File: src/hdl/pic_pkg.sv
// Shared types, codes and helper functions of the interrupt controller.
package pic_pkg;

   // Word kinds on the request channel.
   typedef enum logic [1:0] {
      KIND_WRITE = 2'd0,
      KIND_READ  = 2'd1,
      KIND_LINES = 2'd2,
      KIND_ACK   = 2'd3
   } kind_type;

   // Bus port addressed by a read or write (A0).
   typedef enum logic {
      PORT_CMD  = 1'b0,
      PORT_DATA = 1'b1
   } port_type;

   // Initialization sequence position.
   typedef enum logic [1:0] {
      INIT_DONE = 2'd0,
      INIT_ICW2 = 2'd1,
      INIT_ICW3 = 2'd2,
      INIT_ICW4 = 2'd3
   } init_type;

   localparam int unsigned NUM_LINES   = 8;
   localparam logic [3:0]  NO_LEVEL    = 4'd8;
   localparam logic [2:0]  SPUR_LEVEL  = 3'd7;
   localparam logic [7:0]  MASK_RESET  = 8'hFF;
   localparam logic [7:0]  LINES_ARMED = 8'hFF;

   // Command byte decode.
   localparam int unsigned ICW1_BIT     = 4;
   localparam int unsigned OCW3_BIT     = 3;
   localparam logic [1:0]  OCW2_NONSPEC = 2'b01;
   localparam logic [1:0]  OCW2_SPEC    = 2'b11;

   typedef struct packed {
      logic [7:0] request;
      logic [7:0] in_service;
      logic [7:0] mask;
      logic [4:0] vector_base;
      init_type   init_step;
      logic       needs_icw4;
      logic       single_mode;
      logic       level_mode;
      logic       auto_eoi;
      logic       read_isr;
      logic [7:0] cascade_word;
      logic [7:0] prev_lines;
   } pic_state_type;

   localparam pic_state_type PIC_STATE_RESET = '{
      request:      8'h00,
      in_service:   8'h00,
      mask:         MASK_RESET,
      vector_base:  5'd0,
      init_step:    INIT_DONE,
      needs_icw4:   1'b0,
      single_mode:  1'b0,
      level_mode:   1'b0,
      auto_eoi:     1'b0,
      read_isr:     1'b0,
      cascade_word: 8'h00,
      prev_lines:   8'h00
   };

   // Lowest set bit (line 0 highest priority), NO_LEVEL when empty.
   function automatic logic [3:0] best_level(input logic [7:0] v);
      logic [3:0] lvl;
      lvl = NO_LEVEL;
      for (int i = NUM_LINES - 1; i >= 0; i--) begin
         if (v[i]) begin
            lvl = 4'(i);
         end
      end
      return lvl;
   endfunction

   // Level that an acknowledge would grant now, NO_LEVEL if none.
   function automatic logic [3:0] grant_level(input pic_state_type s);
      logic [3:0] req;
      logic [3:0] svc;
      req = best_level(s.request & ~s.mask);
      svc = best_level(s.in_service);
      return (req != NO_LEVEL && req < svc) ? req : NO_LEVEL;
   endfunction

endpackage

File: src/hdl/programmable_interrupt_controller.sv
// Top level of the 8259-style programmable interrupt controller.
// One single-chip 8259-style controller in fully nested mode, driven by a stream of
// bus cycles. Each request word is a command/data port write, a port read, a sample
// of the eight IR lines, or an interrupt acknowledge; each produces exactly one
// response word carrying the read byte, the interrupt output level after the cycle,
// the acknowledge vector and a spurious flag. A word is registered on entry, resolved
// by one pass of priority and update logic, and registered again on exit; the block
// takes one word per clock while the response is not stalled. Both stages advance
// together whenever the response register is empty or being taken, so a stalled
// response stops intake only once both stages are full. Priority is fixed with
// line 0 highest; rotation, poll, special mask and cascading are absent.
module programmable_interrupt_controller (
   input  logic        clock,
   input  logic        reset,
   // req_tdata: [7:0] write_data, [15:8] request_lines
   input  logic [15:0] req_tdata,
   // req_tuser: [1:0] kind, [2] port_select
   input  logic [2:0]  req_tuser,
   input  logic        req_tvalid,
   output logic        req_tready,
   // rsp_tdata: [7:0] read_data, [8] interrupt_out, [16:9] vector, [23:17] zero
   output logic [23:0] rsp_tdata,
   // rsp_tuser: [0] spurious
   output logic        rsp_tuser,
   output logic        rsp_tvalid,
   input  logic        rsp_tready
);
   import pic_pkg::*;

   // Input stage.
   logic          in_valid_ff;
   logic          in_valid_in;
   kind_type      in_kind_ff;
   port_type      in_port_ff;
   logic [7:0]    in_wdata_ff;
   logic [7:0]    in_lines_ff;

   // Controller state.
   pic_state_type state_ff;
   pic_state_type state_in;

   // Output stage.
   logic          out_valid_ff;
   logic          out_valid_in;
   logic [7:0]    out_rdata_ff;
   logic          out_irq_ff;
   logic [7:0]    out_vector_ff;
   logic          out_spur_ff;

   logic          advance;
   logic          fire;
   logic          in_take;
   logic [7:0]    core_rdata;
   logic          core_irq;
   logic [7:0]    core_vector;
   logic          core_spur;

   // Both stages move when the response register can take a word.
   assign advance    = !out_valid_ff || rsp_tready;
   assign fire       = in_valid_ff && advance;
   assign req_tready = !in_valid_ff || advance;
   assign in_take    = req_tvalid && req_tready;

   assign in_valid_in  = in_take ? 1'b1 : (fire ? 1'b0 : in_valid_ff);
   assign out_valid_in = advance ? in_valid_ff : out_valid_ff;

   pic_core u_core (
      .cur_state     (state_ff),
      .kind          (in_kind_ff),
      .port_select   (in_port_ff),
      .write_data    (in_wdata_ff),
      .request_lines (in_lines_ff),
      .nxt_state     (state_in),
      .read_data     (core_rdata),
      .interrupt_out (core_irq),
      .vector        (core_vector),
      .spurious      (core_spur)
   );

   // Control registers.
   always_ff @(posedge clock) begin
      if (reset) begin
         in_valid_ff  <= 1'b0;
         out_valid_ff <= 1'b0;
         state_ff     <= PIC_STATE_RESET;
      end else begin
         in_valid_ff  <= in_valid_in;
         out_valid_ff <= out_valid_in;
         if (fire) begin
            state_ff <= state_in;
         end
      end
   end

   // Payload registers: capture on accept, hold while stalled.
   always_ff @(posedge clock) begin
      if (in_take) begin
         in_kind_ff  <= kind_type'(req_tuser[1:0]);
         in_port_ff  <= port_type'(req_tuser[2]);
         in_wdata_ff <= req_tdata[7:0];
         in_lines_ff <= req_tdata[15:8];
      end
      if (fire) begin
         out_rdata_ff  <= core_rdata;
         out_irq_ff    <= core_irq;
         out_vector_ff <= core_vector;
         out_spur_ff   <= core_spur;
      end
   end

   assign rsp_tvalid = out_valid_ff;
   assign rsp_tdata  = {7'd0, out_vector_ff, out_irq_ff, out_rdata_ff};
   assign rsp_tuser  = out_spur_ff;

   // A spurious acknowledge always reports the line-7 vector.
   a_spur_vector: assert property (@(posedge clock) disable iff (reset)
      rsp_tvalid && rsp_tuser |-> rsp_tdata[11:9] == SPUR_LEVEL)
      else $error("spurious response without line-7 vector");

   // A granted acknowledge without auto-EOI leaves a level in service.
   a_ack_service: assert property (@(posedge clock) disable iff (reset)
      fire && in_kind_ff == KIND_ACK && !core_spur && !state_ff.auto_eoi
      |=> state_ff.in_service != 8'h00)
      else $error("granted acknowledge set no in-service bit");

   // A granted level was pending and unmasked.
   a_ack_pending: assert property (@(posedge clock) disable iff (reset)
      fire && in_kind_ff == KIND_ACK && !core_spur
      |-> (state_ff.request & ~state_ff.mask) != 8'h00)
      else $error("acknowledge granted with nothing pending");

   // An empty input stage never refuses a word.
   a_intake_free: assert property (@(posedge clock) disable iff (reset)
      !in_valid_ff |-> req_tready)
      else $error("empty input stage refused a word");

endmodule

File: src/hdl/pic_core.sv
// Next-state and result logic for one bus cycle of the interrupt controller.
module pic_core (
   input  pic_pkg::pic_state_type cur_state,
   input  pic_pkg::kind_type      kind,
   input  pic_pkg::port_type      port_select,
   input  logic [7:0]             write_data,
   input  logic [7:0]             request_lines,
   output pic_pkg::pic_state_type nxt_state,
   output logic [7:0]             read_data,
   output logic                   interrupt_out,
   output logic [7:0]             vector,
   output logic                   spurious
);
   import pic_pkg::*;

   logic       cmd_write;
   logic       data_write;
   logic       is_icw1;
   logic [3:0] grant;
   logic [3:0] svc_top;
   init_type   init_nxt;

   assign cmd_write  = (kind == KIND_WRITE) && (port_select == PORT_CMD);
   assign data_write = (kind == KIND_WRITE) && (port_select == PORT_DATA);
   assign is_icw1    = cmd_write && write_data[ICW1_BIT];
   assign grant      = grant_level(cur_state);
   assign svc_top    = best_level(cur_state.in_service);

   // Init sequence step: ICW1 restarts, data writes advance.
   always_comb begin
      init_nxt = cur_state.init_step;
      if (is_icw1) begin
         init_nxt = INIT_ICW2;
      end else if (data_write) begin
         unique case (cur_state.init_step)
            INIT_ICW2: begin
               if (!cur_state.single_mode) begin
                  init_nxt = INIT_ICW3;
               end else begin
                  init_nxt = cur_state.needs_icw4 ? INIT_ICW4 : INIT_DONE;
               end
            end
            INIT_ICW3: init_nxt = cur_state.needs_icw4 ? INIT_ICW4 : INIT_DONE;
            INIT_ICW4: init_nxt = INIT_DONE;
            default:   init_nxt = INIT_DONE;
         endcase
      end
   end

   // Registers, results.
   always_comb begin
      nxt_state = cur_state;
      read_data = 8'h00;
      vector    = 8'h00;
      spurious  = 1'b0;
      unique case (kind)
         KIND_WRITE: begin
            if (port_select == PORT_CMD) begin
               if (write_data[ICW1_BIT]) begin
                  nxt_state.needs_icw4  = write_data[0];
                  nxt_state.single_mode = write_data[1];
                  nxt_state.level_mode  = write_data[3];
                  if (!write_data[0]) begin
                     nxt_state.auto_eoi = 1'b0;
                  end
                  nxt_state.request    = 8'h00;
                  nxt_state.in_service = 8'h00;
                  nxt_state.mask       = 8'h00;
                  nxt_state.read_isr   = 1'b0;
                  nxt_state.prev_lines = LINES_ARMED;
               end else if (write_data[OCW3_BIT]) begin
                  if (write_data[1]) begin
                     nxt_state.read_isr = write_data[0];
                  end
               end else if (write_data[6:5] == OCW2_NONSPEC) begin
                  if (svc_top != NO_LEVEL) begin
                     nxt_state.in_service[svc_top[2:0]] = 1'b0;
                  end
               end else if (write_data[6:5] == OCW2_SPEC) begin
                  nxt_state.in_service[write_data[2:0]] = 1'b0;
               end
            end else begin
               case (cur_state.init_step)
                  INIT_ICW2: nxt_state.vector_base  = write_data[7:3];
                  INIT_ICW3: nxt_state.cascade_word = write_data;
                  INIT_ICW4: nxt_state.auto_eoi     = write_data[1];
                  default:   nxt_state.mask         = write_data;
               endcase
            end
         end
         KIND_READ: begin
            if (port_select == PORT_CMD) begin
               read_data = cur_state.read_isr ? cur_state.in_service : cur_state.request;
            end else begin
               read_data = cur_state.mask;
            end
         end
         KIND_LINES: begin
            if (cur_state.level_mode) begin
               nxt_state.request = request_lines;
            end else begin
               nxt_state.request = cur_state.request | (request_lines & ~cur_state.prev_lines);
            end
            nxt_state.prev_lines = request_lines;
         end
         KIND_ACK: begin
            if (grant != NO_LEVEL) begin
               nxt_state.request[grant[2:0]] = 1'b0;
               if (!cur_state.auto_eoi) begin
                  nxt_state.in_service[grant[2:0]] = 1'b1;
               end
               vector = {cur_state.vector_base, grant[2:0]};
            end else begin
               vector   = {cur_state.vector_base, SPUR_LEVEL};
               spurious = 1'b1;
            end
         end
         default: ;
      endcase
      nxt_state.init_step = init_nxt;
   end

   assign interrupt_out = (grant_level(nxt_state) != NO_LEVEL);

endmodule
File: config.mk
export PLATFORM = sky130hd
export DESIGN_NAME = programmable_interrupt_controller
export DESIGN_NICKNAME = d
export VERILOG_FILES = /design/src/hdl/pic_pkg.sv /design/src/hdl/programmable_interrupt_controller.sv /design/src/hdl/pic_core.sv
export SDC_FILE = /design/constraint.sdc
export NUM_CORES = 1
export LEC_CHECK = 0
export CORE_AREA = 10 10 92 126
export CTS_CLUSTER_SIZE = 14
export DETAILED_ROUTE_END_ITERATION = 6
export DIE_AREA = 0 0 102 136
export DONT_BUFFER_PORTS = 1
export PLACE_DENSITY = 0.8
export SLEW_MARGIN = 30
export SYNTH_ARGS = -nofsm -noshare
export SYNTH_HDL_FRONTEND = slang
export SYNTH_SLANG_ARGS = --single-unit
export TNS_END_PERCENT = 100
File: constraint.sdc
create_clock -name clock -period 6.6 [get_ports clock]
set_input_delay 0 -clock clock [delete_from_list [all_inputs] [get_ports clock]]
set_output_delay 0 -clock clock [all_outputs]
set_load 0.02 [all_outputs]
# Word-level counts from Yosys, hierarchy flattened

Index checks and enable logic that the tools add are counted.

Reductions and logical operators: 28
Multiplexer cells: 79
Shift-type cells: 0
Div/mod/pow operators: 0
Bitwise gates (word level): 15
Equality and inequality tests: 17
$add $sub $neg: 0
Magnitude comparators: 8
$mul: 0

Operators by type and width:

| cell                 | count |
|---|---|
| $mux W4              | 34 |
| $mux W8              | 15 |
| $and A8 B8 Y8        | 6 |
| $not A8 Y8           | 6 |
| $mux W16             | 2 |
| $pmux W8 S2          | 2 |
| $pmux W8 S3          | 1 |
| $ne A4 B4 Y1 const B | 5 |
| $or A8 B8 Y8         | 2 |
| $mux W1              | 13 |
| $mux W13             | 1 |
| $lt A3 B4 Y1 const B | 3 |
| $reduce_and A4 Y1    | 3 |
| $reduce_bool A2 Y1   | 6 |
| $eq A2 B2 Y1 const B | 5 |
| $logic_and A1 B1 Y1  | 10 |
| $mux W5              | 2 |
| $reduce_and A5 Y1    | 2 |
| $demux W1 S3         | 3 |
| $ge A3 B1 Y1 const B | 3 |
| $lt A4 B4 Y1         | 2 |
| $mux W2              | 4 |
| $eq A2 B1 Y1 const B | 3 |
| $ne A2 B2 Y1 const B | 3 |
| 9 further kinds      | 11 |

Word-level logic and storage cells: 168
Bits in latches: 0
Bits in registers: 83
Output and inout port bits: 27
Memories: 0
ROM bits: 0
Input port bits: 23
Memory bits (writable): 0

# Depth between registers and ports, before layout

Word-level depth: 34
Mapped depth: 18

# Modules after synthesis

A second synthesis with hierarchy kept.

Cells, all modules: 691
Area, all modules: 6271.0 um^2

Modules (own cells, without submodules):

| module                            | sequential area each (um^2) | cells an instance | instances | area each (um^2) |
|---|---|---|---|---|
| programmable_interrupt_controller | 2192.1                      | 281               | 1         | 3604.7 |
| pic_core                          | 0.0                         | 410               | 1         | 2666.3 |

# Worst setup path before layout

Ideal clock, no wire load.

Path type: reg2reg
Start point: register state_ff[44] in the netlist's numbering
End point: register out_irq_ff (data pin)
Stages on the path, launching flop included: 18
Data arrival time: 3831 ps
Path slack: 2601 ps
Library setup time: 167 ps
Cells stage by stage: dfxtp_1 -> nor2b_1 -> or4_4 -> nor4_1 -> ha_1 -> a21o_1 -> nor3_1 -> a311oi_1 -> o21ai_0 -> nand2_1 -> a31oi_1 -> nor2_1 -> ha_1 -> inv_1 -> o211ai_1 -> a311oi_1 -> o21ai_1 -> a221oi_2

Cells in the longest elaborated chain, start to end: 26
Elaborated cells between the ends (all ways): 45

RTL lines:

| what                                                               | RTL line                                 | source |
|---|---|---|
| from (decl)                                                        | programmable_interrupt_controller.sv:39  | `pic_state_type state_ff;` |
| from (signal assigned)                                             | programmable_interrupt_controller.sv:90  | `state_ff <= state_in;` |
| $and A8 B8 Y8                                                      | pic_pkg.sv:84                            | `req = best_level(s.request & ~s.mask);` |
| $mux W4                                                            | pic_pkg.sv:73                            | `if (v[i]) begin` |
| $lt A4 B4 Y1 or $ne A4 B4 Y1 (tied branches)                       | pic_pkg.sv:86                            | `return (req != NO_LEVEL && req < svc) ? req : NO_LEVEL;` |
| $logic_and A1 B1 Y1                                                | pic_pkg.sv:86                            |  |
| $mux W4                                                            | pic_pkg.sv:86                            |  |
| $lt A3 B4 Y1 (not written as such) or $ge A3 B1 Y1 (tied branches) | pic_core.sv:108, pic_core.sv:110         |  |
| $logic_and A1 B1 Y1 (not written as such)                          | pic_core.sv:108, pic_core.sv:110         |  |
| $mux W1 (not written as such)                                      | pic_core.sv:108, pic_core.sv:110         |  |
| [... 4 more ...]                                                   | --                                       |  |
| $pmux W8 S3                                                        | pic_core.sv:56                           | `unique case (kind)` |
| $and A8 B8 Y8                                                      | pic_pkg.sv:84                            |  |
| $mux W4 (8 in series)                                              | pic_pkg.sv:73                            |  |
| $lt A4 B4 Y1 or $ne A4 B4 Y1 (tied branches)                       | pic_pkg.sv:86                            |  |
| $logic_and A1 B1 Y1                                                | pic_pkg.sv:86                            |  |
| $mux W4 *                                                          | pic_pkg.sv:86                            |  |
| $ne A4 B4 Y1 *                                                     | pic_core.sv:123                          | `assign interrupt_out = (grant_level(nxt_state) != NO_LEVEL);` |
| net core_irq                                                       | programmable_interrupt_controller.sv:54  | `logic core_irq;` |
| to (signal assigned)                                               | programmable_interrupt_controller.sv:105 | `out_irq_ff <= core_irq;` |
| to (decl)                                                          | programmable_interrupt_controller.sv:46  | `logic out_irq_ff;` |

Mark *: on every way through the listed nets, which the timed path passes. The rest lies on a longest branch.
A chain may end at the register's enable or synchronous reset.

# Final worst setup path

Start point: register state_ff[30] in the netlist's numbering
End point: register out_irq_ff (data pin)

Cells in the longest elaborated chain, start to end: 29
Elaborated cells between the ends (all ways): 49

RTL lines:

| what                                                               | RTL line |
|---|---|
| $not A8 Y8                                                         | pic_pkg.sv:84 |
| $and A8 B8 Y8                                                      | pic_pkg.sv:84 |
| $mux W4 (3 in series)                                              | pic_pkg.sv:73 |
| $lt A4 B4 Y1 or $ne A4 B4 Y1 (tied branches)                       | pic_pkg.sv:86 |
| $logic_and A1 B1 Y1                                                | pic_pkg.sv:86 |
| $mux W4                                                            | pic_pkg.sv:86 |
| $lt A3 B4 Y1 (not written as such) or $ge A3 B1 Y1 (tied branches) | pic_core.sv:108, pic_core.sv:110 |
| $logic_and A1 B1 Y1 (not written as such)                          | pic_core.sv:108, pic_core.sv:110 |
| [... 5 more ...]                                                   | -- |
| $pmux W8 S3                                                        | pic_core.sv:56 |
| $and A8 B8 Y8                                                      | pic_pkg.sv:84 |
| $mux W4 (8 in series)                                              | pic_pkg.sv:73 |
| $lt A4 B4 Y1 or $ne A4 B4 Y1 (tied branches)                       | pic_pkg.sv:86 |
| $logic_and A1 B1 Y1                                                | pic_pkg.sv:86 |
| $mux W4 *                                                          | pic_pkg.sv:86 |
| $ne A4 B4 Y1 *                                                     | pic_core.sv:123 |
| net core_irq                                                       | programmable_interrupt_controller.sv:54 |

Marks and branches as above.

==> impl_results.html <==
<table>
<tr><th>Metric</th><th>Value</th></tr>
<tr><th colspan="2">Synth</th></tr>
<tr><td>Share of cell area taken by muxes after synthesis</td><td>1.01%</td></tr>
<tr><td>Count of flip-flops with a built-in enable after synthesis</td><td>37</td></tr>
<tr><td>Simple-gate share of the synthesized area</td><td>20.1%</td></tr>
<tr><td>Fraction of synthesized cell area in xor and xnor cells</td><td>0%</td></tr>
<tr><td>Register area share after synthesis</td><td>41.0%</td></tr>
<tr><td>Yosys warns</td><td>0</td></tr>
<tr><td>Post-synthesis average cell area</td><td>8.88 sq um</td></tr>
<tr><td>Async set-or-reset flop fraction in the synthesized netlist</td><td>0%</td></tr>
<tr><td>Most used flip-flop cell after synthesis</td><td>sky130_fd_sc_hd__dfxtp_1</td></tr>
<tr><td>Synthesized-area fraction occupied by adder cells</td><td>3.79%</td></tr>
<tr><td>Synth unique cells</td><td>70</td></tr>
<tr><td>Fraction of the mapped netlist area in compound gates</td><td>27.9%</td></tr>
<tr><td>Count of state elements after synthesis</td><td>83</td></tr>
<tr><td>Number of instances in the synthesized netlist</td><td>558</td></tr>
<tr><td>Dominant combinational cell family by area after synthesis</td><td>compound AO/OA/AOI/OAI gates</td></tr>
<tr><td>Netlist area before placement</td><td>0.00496 sq mm</td></tr>
<tr><th colspan="2">Floorplan</th></tr>
<tr><td>Initial cell density of the core</td><td>53.0%</td></tr>
<tr><td>Number of top-level pins</td><td>50</td></tr>
<tr><td>Die extent in x</td><td>102 um</td></tr>
<tr><td>Floorplan row count</td><td>42</td></tr>
<tr><td>Die boundary height</td><td>136 um</td></tr>
<tr><td>Die area</td><td>0.0139 sq mm</td></tr>
<tr><td>Core area</td><td>0.00935 sq mm</td></tr>
<tr><th colspan="2">Hold path</th></tr>
<tr><td>Class of the tightest hold or removal check</td><td>input port to flop</td></tr>
<tr><td>Worst hold stages</td><td>1</td></tr>
<tr><td>Endpoint, Worst Hold</td><td>in_lines_ff[6]</td></tr>
<tr><td>Hold wc startpoint</td><td>req_tdata[14]</td></tr>
<tr><th colspan="2">STA</th></tr>
<tr><td>Final count of negative-setup-slack endpoints</td><td>0</td></tr>
<tr><td>Tightest hold margin</td><td>0.281 ns</td></tr>
<tr><td>Unrepaired setup endpoints after global routing</td><td>no</td></tr>
<tr><td>Fin. max-slew vios</td><td>0</td></tr>
<tr><td>Worst Setup Slack, final</td><td>1.70 ns</td></tr>
<tr><td>Achievable clock frequency</td><td>0.204 GHz</td></tr>
<tr><td>Worst Max-Slew Pin Slew</td><td>0.865 ns</td></tr>
<tr><td>Fin Clk Skew</td><td>0.00926 ns</td></tr>
<tr><td>Setup TNS Final</td><td>0 ns</td></tr>
<tr><td>Post-route clock period utilization</td><td>74.2%</td></tr>
<tr><td>Final critical-path required period</td><td>4.90 ns</td></tr>
<tr><td>Slew Limit Headroom</td><td>42.4%</td></tr>
<tr><td>Hold violation count in the final report</td><td>0</td></tr>
<tr><th colspan="2">Place</th></tr>
<tr><td>Pre-CTS setup slack</td><td>1.83 ns</td></tr>
<tr><td>Cell area reported after detailed placement</td><td>0.00496 sq mm</td></tr>
<tr><td>Port Buffer Count</td><td>0</td></tr>
<tr><td>GPL Wtd Cong</td><td>0.952</td></tr>
<tr><td>Post-detailed-placement half-perimeter wirelength</td><td>11.2 mm</td></tr>
<tr><th colspan="2">Detailed routing</th></tr>
<tr><td>DRT antenna net count</td><td>0</td></tr>
<tr><td>Drt drc</td><td>0</td></tr>
<tr><td>Iteration-0 DRC count of the detailed router</td><td>612</td></tr>
<tr><td>Routed wire length</td><td>15.5 mm</td></tr>
<tr><td>First-pass iteration count of the detailed router</td><td>6</td></tr>
<tr><td>Vias after detailed routing</td><td>4519</td></tr>
<tr><td>Post-detailed-route via-to-cell ratio</td><td>6.65</td></tr>
<tr><td>Average wire per cell in the routed design</td><td>22.8 um</td></tr>
<tr><th colspan="2">Final layout</th></tr>
<tr><td>NumNets Final</td><td>603</td></tr>
<tr><td>Layout Cell Area excl Fill</td><td>0.00552 sq mm</td></tr>
<tr><td>Layout cell share with drive strength beyond 1</td><td>6.84%</td></tr>
<tr><td>Filler instances</td><td>794</td></tr>
<tr><td>Number of antenna diodes</td><td>0</td></tr>
<tr><td>Post-synthesis to final-layout area growth</td><td>11.4%</td></tr>
<tr><th colspan="2">Worst setup path</th></tr>
<tr><td>Worst-path maximum fanout</td><td>6</td></tr>
<tr><td>Crit path arrival time</td><td>5.08 ns</td></tr>
<tr><td>Crit path launch type</td><td>flop</td></tr>
<tr><td>Data required time of the worst path</td><td>6.78 ns</td></tr>
<tr><td>CP Class</td><td>flop to flop</td></tr>
<tr><td>Type of element capturing the critical path</td><td>flop</td></tr>
<tr><td>Slack of the worst reg-to-reg path</td><td>1.70 ns</td></tr>
<tr><td>R2r endpoint</td><td>out_irq_ff</td></tr>
<tr><td>Worst r2r path cells</td><td>17</td></tr>
<tr><td>R2r startpoint</td><td>state_ff[30]</td></tr>
<tr><th colspan="2">Pwr</th></tr>
<tr><td>Peak supply drop</td><td>180 uV</td></tr>
<tr><td>Leakage power figure</td><td>2.05 nW</td></tr>
<tr><td>P per Cell Area</td><td>241 mW/mm^2</td></tr>
<tr><td>Total power draw</td><td>1.33 mW</td></tr>
<tr><th colspan="2">Clocking</th></tr>
<tr><td>Max H-tree Level</td><td>3</td></tr>
<tr><td>CTS root buf</td><td>sky130_fd_sc_hd__clkbuf_16</td></tr>
<tr><td>Number of gates resized after cts</td><td>0</td></tr>
<tr><td>Number of buffers added by the clock tree synthesis step</td><td>9</td></tr>
<tr><td>Clock tree buffer depth</td><td>2</td></tr>
<tr><td>CTS tree</td><td>done</td></tr>
<tr><td>Clock sinks</td><td>83</td></tr>
<tr><td>Clock transition at the registers of the reported paths</td><td>0.07 ns</td></tr>
<tr><td>Clock network latency to the later pin of the worst-skew pair</td><td>0.35 ns</td></tr>
<tr><th colspan="2">Status</th></tr>
<tr><td>Result of the run</td><td>finished, final reports clean</td></tr>
<tr><th colspan="2">GRT</th></tr>
<tr><td>Combined global-route utilization of all metal layers</td><td>22.9%</td></tr>
<tr><td>GRT Residual Overflow</td><td>0</td></tr>
<tr><td>Number of global-route vias before repair</td><td>4414</td></tr>
<tr><td>Maximum number of pins on one net before global-route repair</td><td>47</td></tr>
<tr><td>Number of antenna violations at the first check in global routing</td><td>0</td></tr>
<tr><td>Wire length of the first global-routing pass</td><td>24.8 mm</td></tr>
<tr><th colspan="2">Flow run</th></tr>
<tr><td>Max-cap check violation count</td><td>0</td></tr>
</table>
## layout by cell type, fill, tap and decap left out, types with 11 or more instances in the layout
cell / n
sky130_fd_sc_hd__nor2_1: 55
sky130_fd_sc_hd__nand2_1: 50
sky130_fd_sc_hd__dfxtp_1: 46
sky130_fd_sc_hd__edfxtp_1: 37
sky130_fd_sc_hd__a21oi_1: 35
sky130_fd_sc_hd__inv_1: 30
sky130_fd_sc_hd__o21ai_0: 26
sky130_fd_sc_hd__dlygate4sd3_1: 23
sky130_fd_sc_hd__nor3_1: 18
sky130_fd_sc_hd__nor2b_1: 17
sky130_fd_sc_hd__ha_1: 15
sky130_fd_sc_hd__a311oi_1: 13
sky130_fd_sc_hd__nand3_1: 12
sky130_fd_sc_hd__and2_1: 11
## power by group
group	leakage, nW	internal (mW)	switching [mW]
Sequential	0.733	0.563	0.0353
Clock	0.145	0.300	0.223
Combinational	1.17	0.0790	0.130
## worst max-delay path, cell delays in order, from the launching register on
cell and delay (ns):
sky130_fd_sc_hd__dfxtp_1 0.42, sky130_fd_sc_hd__nor2b_1 0.10, sky130_fd_sc_hd__or4_4 0.59, sky130_fd_sc_hd__nor4_1 0.35, sky130_fd_sc_hd__ha_1 0.35, sky130_fd_sc_hd__a21o_1 0.28
sky130_fd_sc_hd__nor3_1 0.62, sky130_fd_sc_hd__a311oi_1 0.21, sky130_fd_sc_hd__o21ai_0 0.41, sky130_fd_sc_hd__nand2_1 0.21, sky130_fd_sc_hd__a31oi_1 0.19, sky130_fd_sc_hd__nor2_1 0.06
sky130_fd_sc_hd__ha_1 0.21, sky130_fd_sc_hd__inv_1 0.05, sky130_fd_sc_hd__o211ai_1 0.08, sky130_fd_sc_hd__a311oi_1 0.27, sky130_fd_sc_hd__o21ai_1 0.12, sky130_fd_sc_hd__a221oi_2 0.22
## per-layer routing
metal | part of all wire [%] | wire length (um) | GRT usage, %
met4 | 6.0 | 935 | 14.2
met1 | 38 | 5900 | 27.3
met3 | 7.5 | 1160 | 3.76
met5 | 0 | 0 | 0
met2 | 48 | 7490 | 37.4
## worst max path at each step
stage	start	endpoint	slack [ns]	depth (start not counted)
2_1_floorplan	state_ff[44]	out_irq_ff	2.60	17
3_3_place_gp	state_ff[30]	out_irq_ff	2.04	17
3_5_place_dp	state_ff[30]	out_irq_ff	1.83	17
4_1_cts	state_ff[30]	out_irq_ff	1.80	17
5_1_grt	state_ff[30]	out_irq_ff	1.29	17
6_report	state_ff[30]	out_irq_ff	1.70	17
## Yosys cell counts, drive strengths merged, types with 8 or more instances
master  count  area share (%)
nand2b      8             1.0
ha         15             3.8
clkbuf     22             1.7
nand3      12             1.2
nand2      50             3.8
inv        31             2.3
and2       11             1.4
a21oi      35             3.5
nor2b      17             2.1
a311oi     13             2.3
edfxtp     37              22
nor2       55             4.2
buf        16             2.1
o211a       9             1.8
nor3       20             2.3
a211oi     10             1.5
o211ai     10             1.5
a221o      10             2.0
o21ai      32             3.2
dfxtp      46              19
## timing repair
item / CTS / global route
buffers inserted: 0 / 0
endpoints found under the hold margin: 65 / 0
hold buffers: 24 / 0
## cells by family after synthesis
group,Yosys count
AO/OA/AOI/OAI,184
other,1
flip-flops,83
AND/OR/NAND/NOR,200
buffers and inverters,70
multiplexers,5
adder cells (fa/ha/maj),15
## cell type report
| class | count | area [sq um] | area share [%] |
|---|---|---|---|
| multi-input combinational | 411 | 2640 | 47.9 |
| clock buffer | 9 | 225 | 4.08 |
| inverter | 32 | 120 | 2.18 |
| sequential | 83 | 2030 | 36.8 |
| tap | 110 | 138 | 2.49 |
| timing repair buffer | 28 | 280 | 5.08 |
| clock inverter | 7 | 82.6 | 1.50 |
## stage by stage
stage          std cells  util [%]
2_1_floorplan        564         -
3_3_place_gp         640      53.0
3_5_place_dp         640      53.0
4_1_cts              680      59.0
5_1_grt              680      59.0
6_report             680      59.0
## registers in the layout, summed over array words and instances (netlist names)
signal and count:
out_rdata_ff 8, state_ff 44, in_valid_ff 1, rsp_tuser 1
out_irq_ff 1, in_wdata_ff 8, in_kind_ff 2, rsp_tvalid 1
in_port_ff 1, in_lines_ff 8, out_vector_ff 8
No activity file was read; power rests on OpenSTA's default activity.
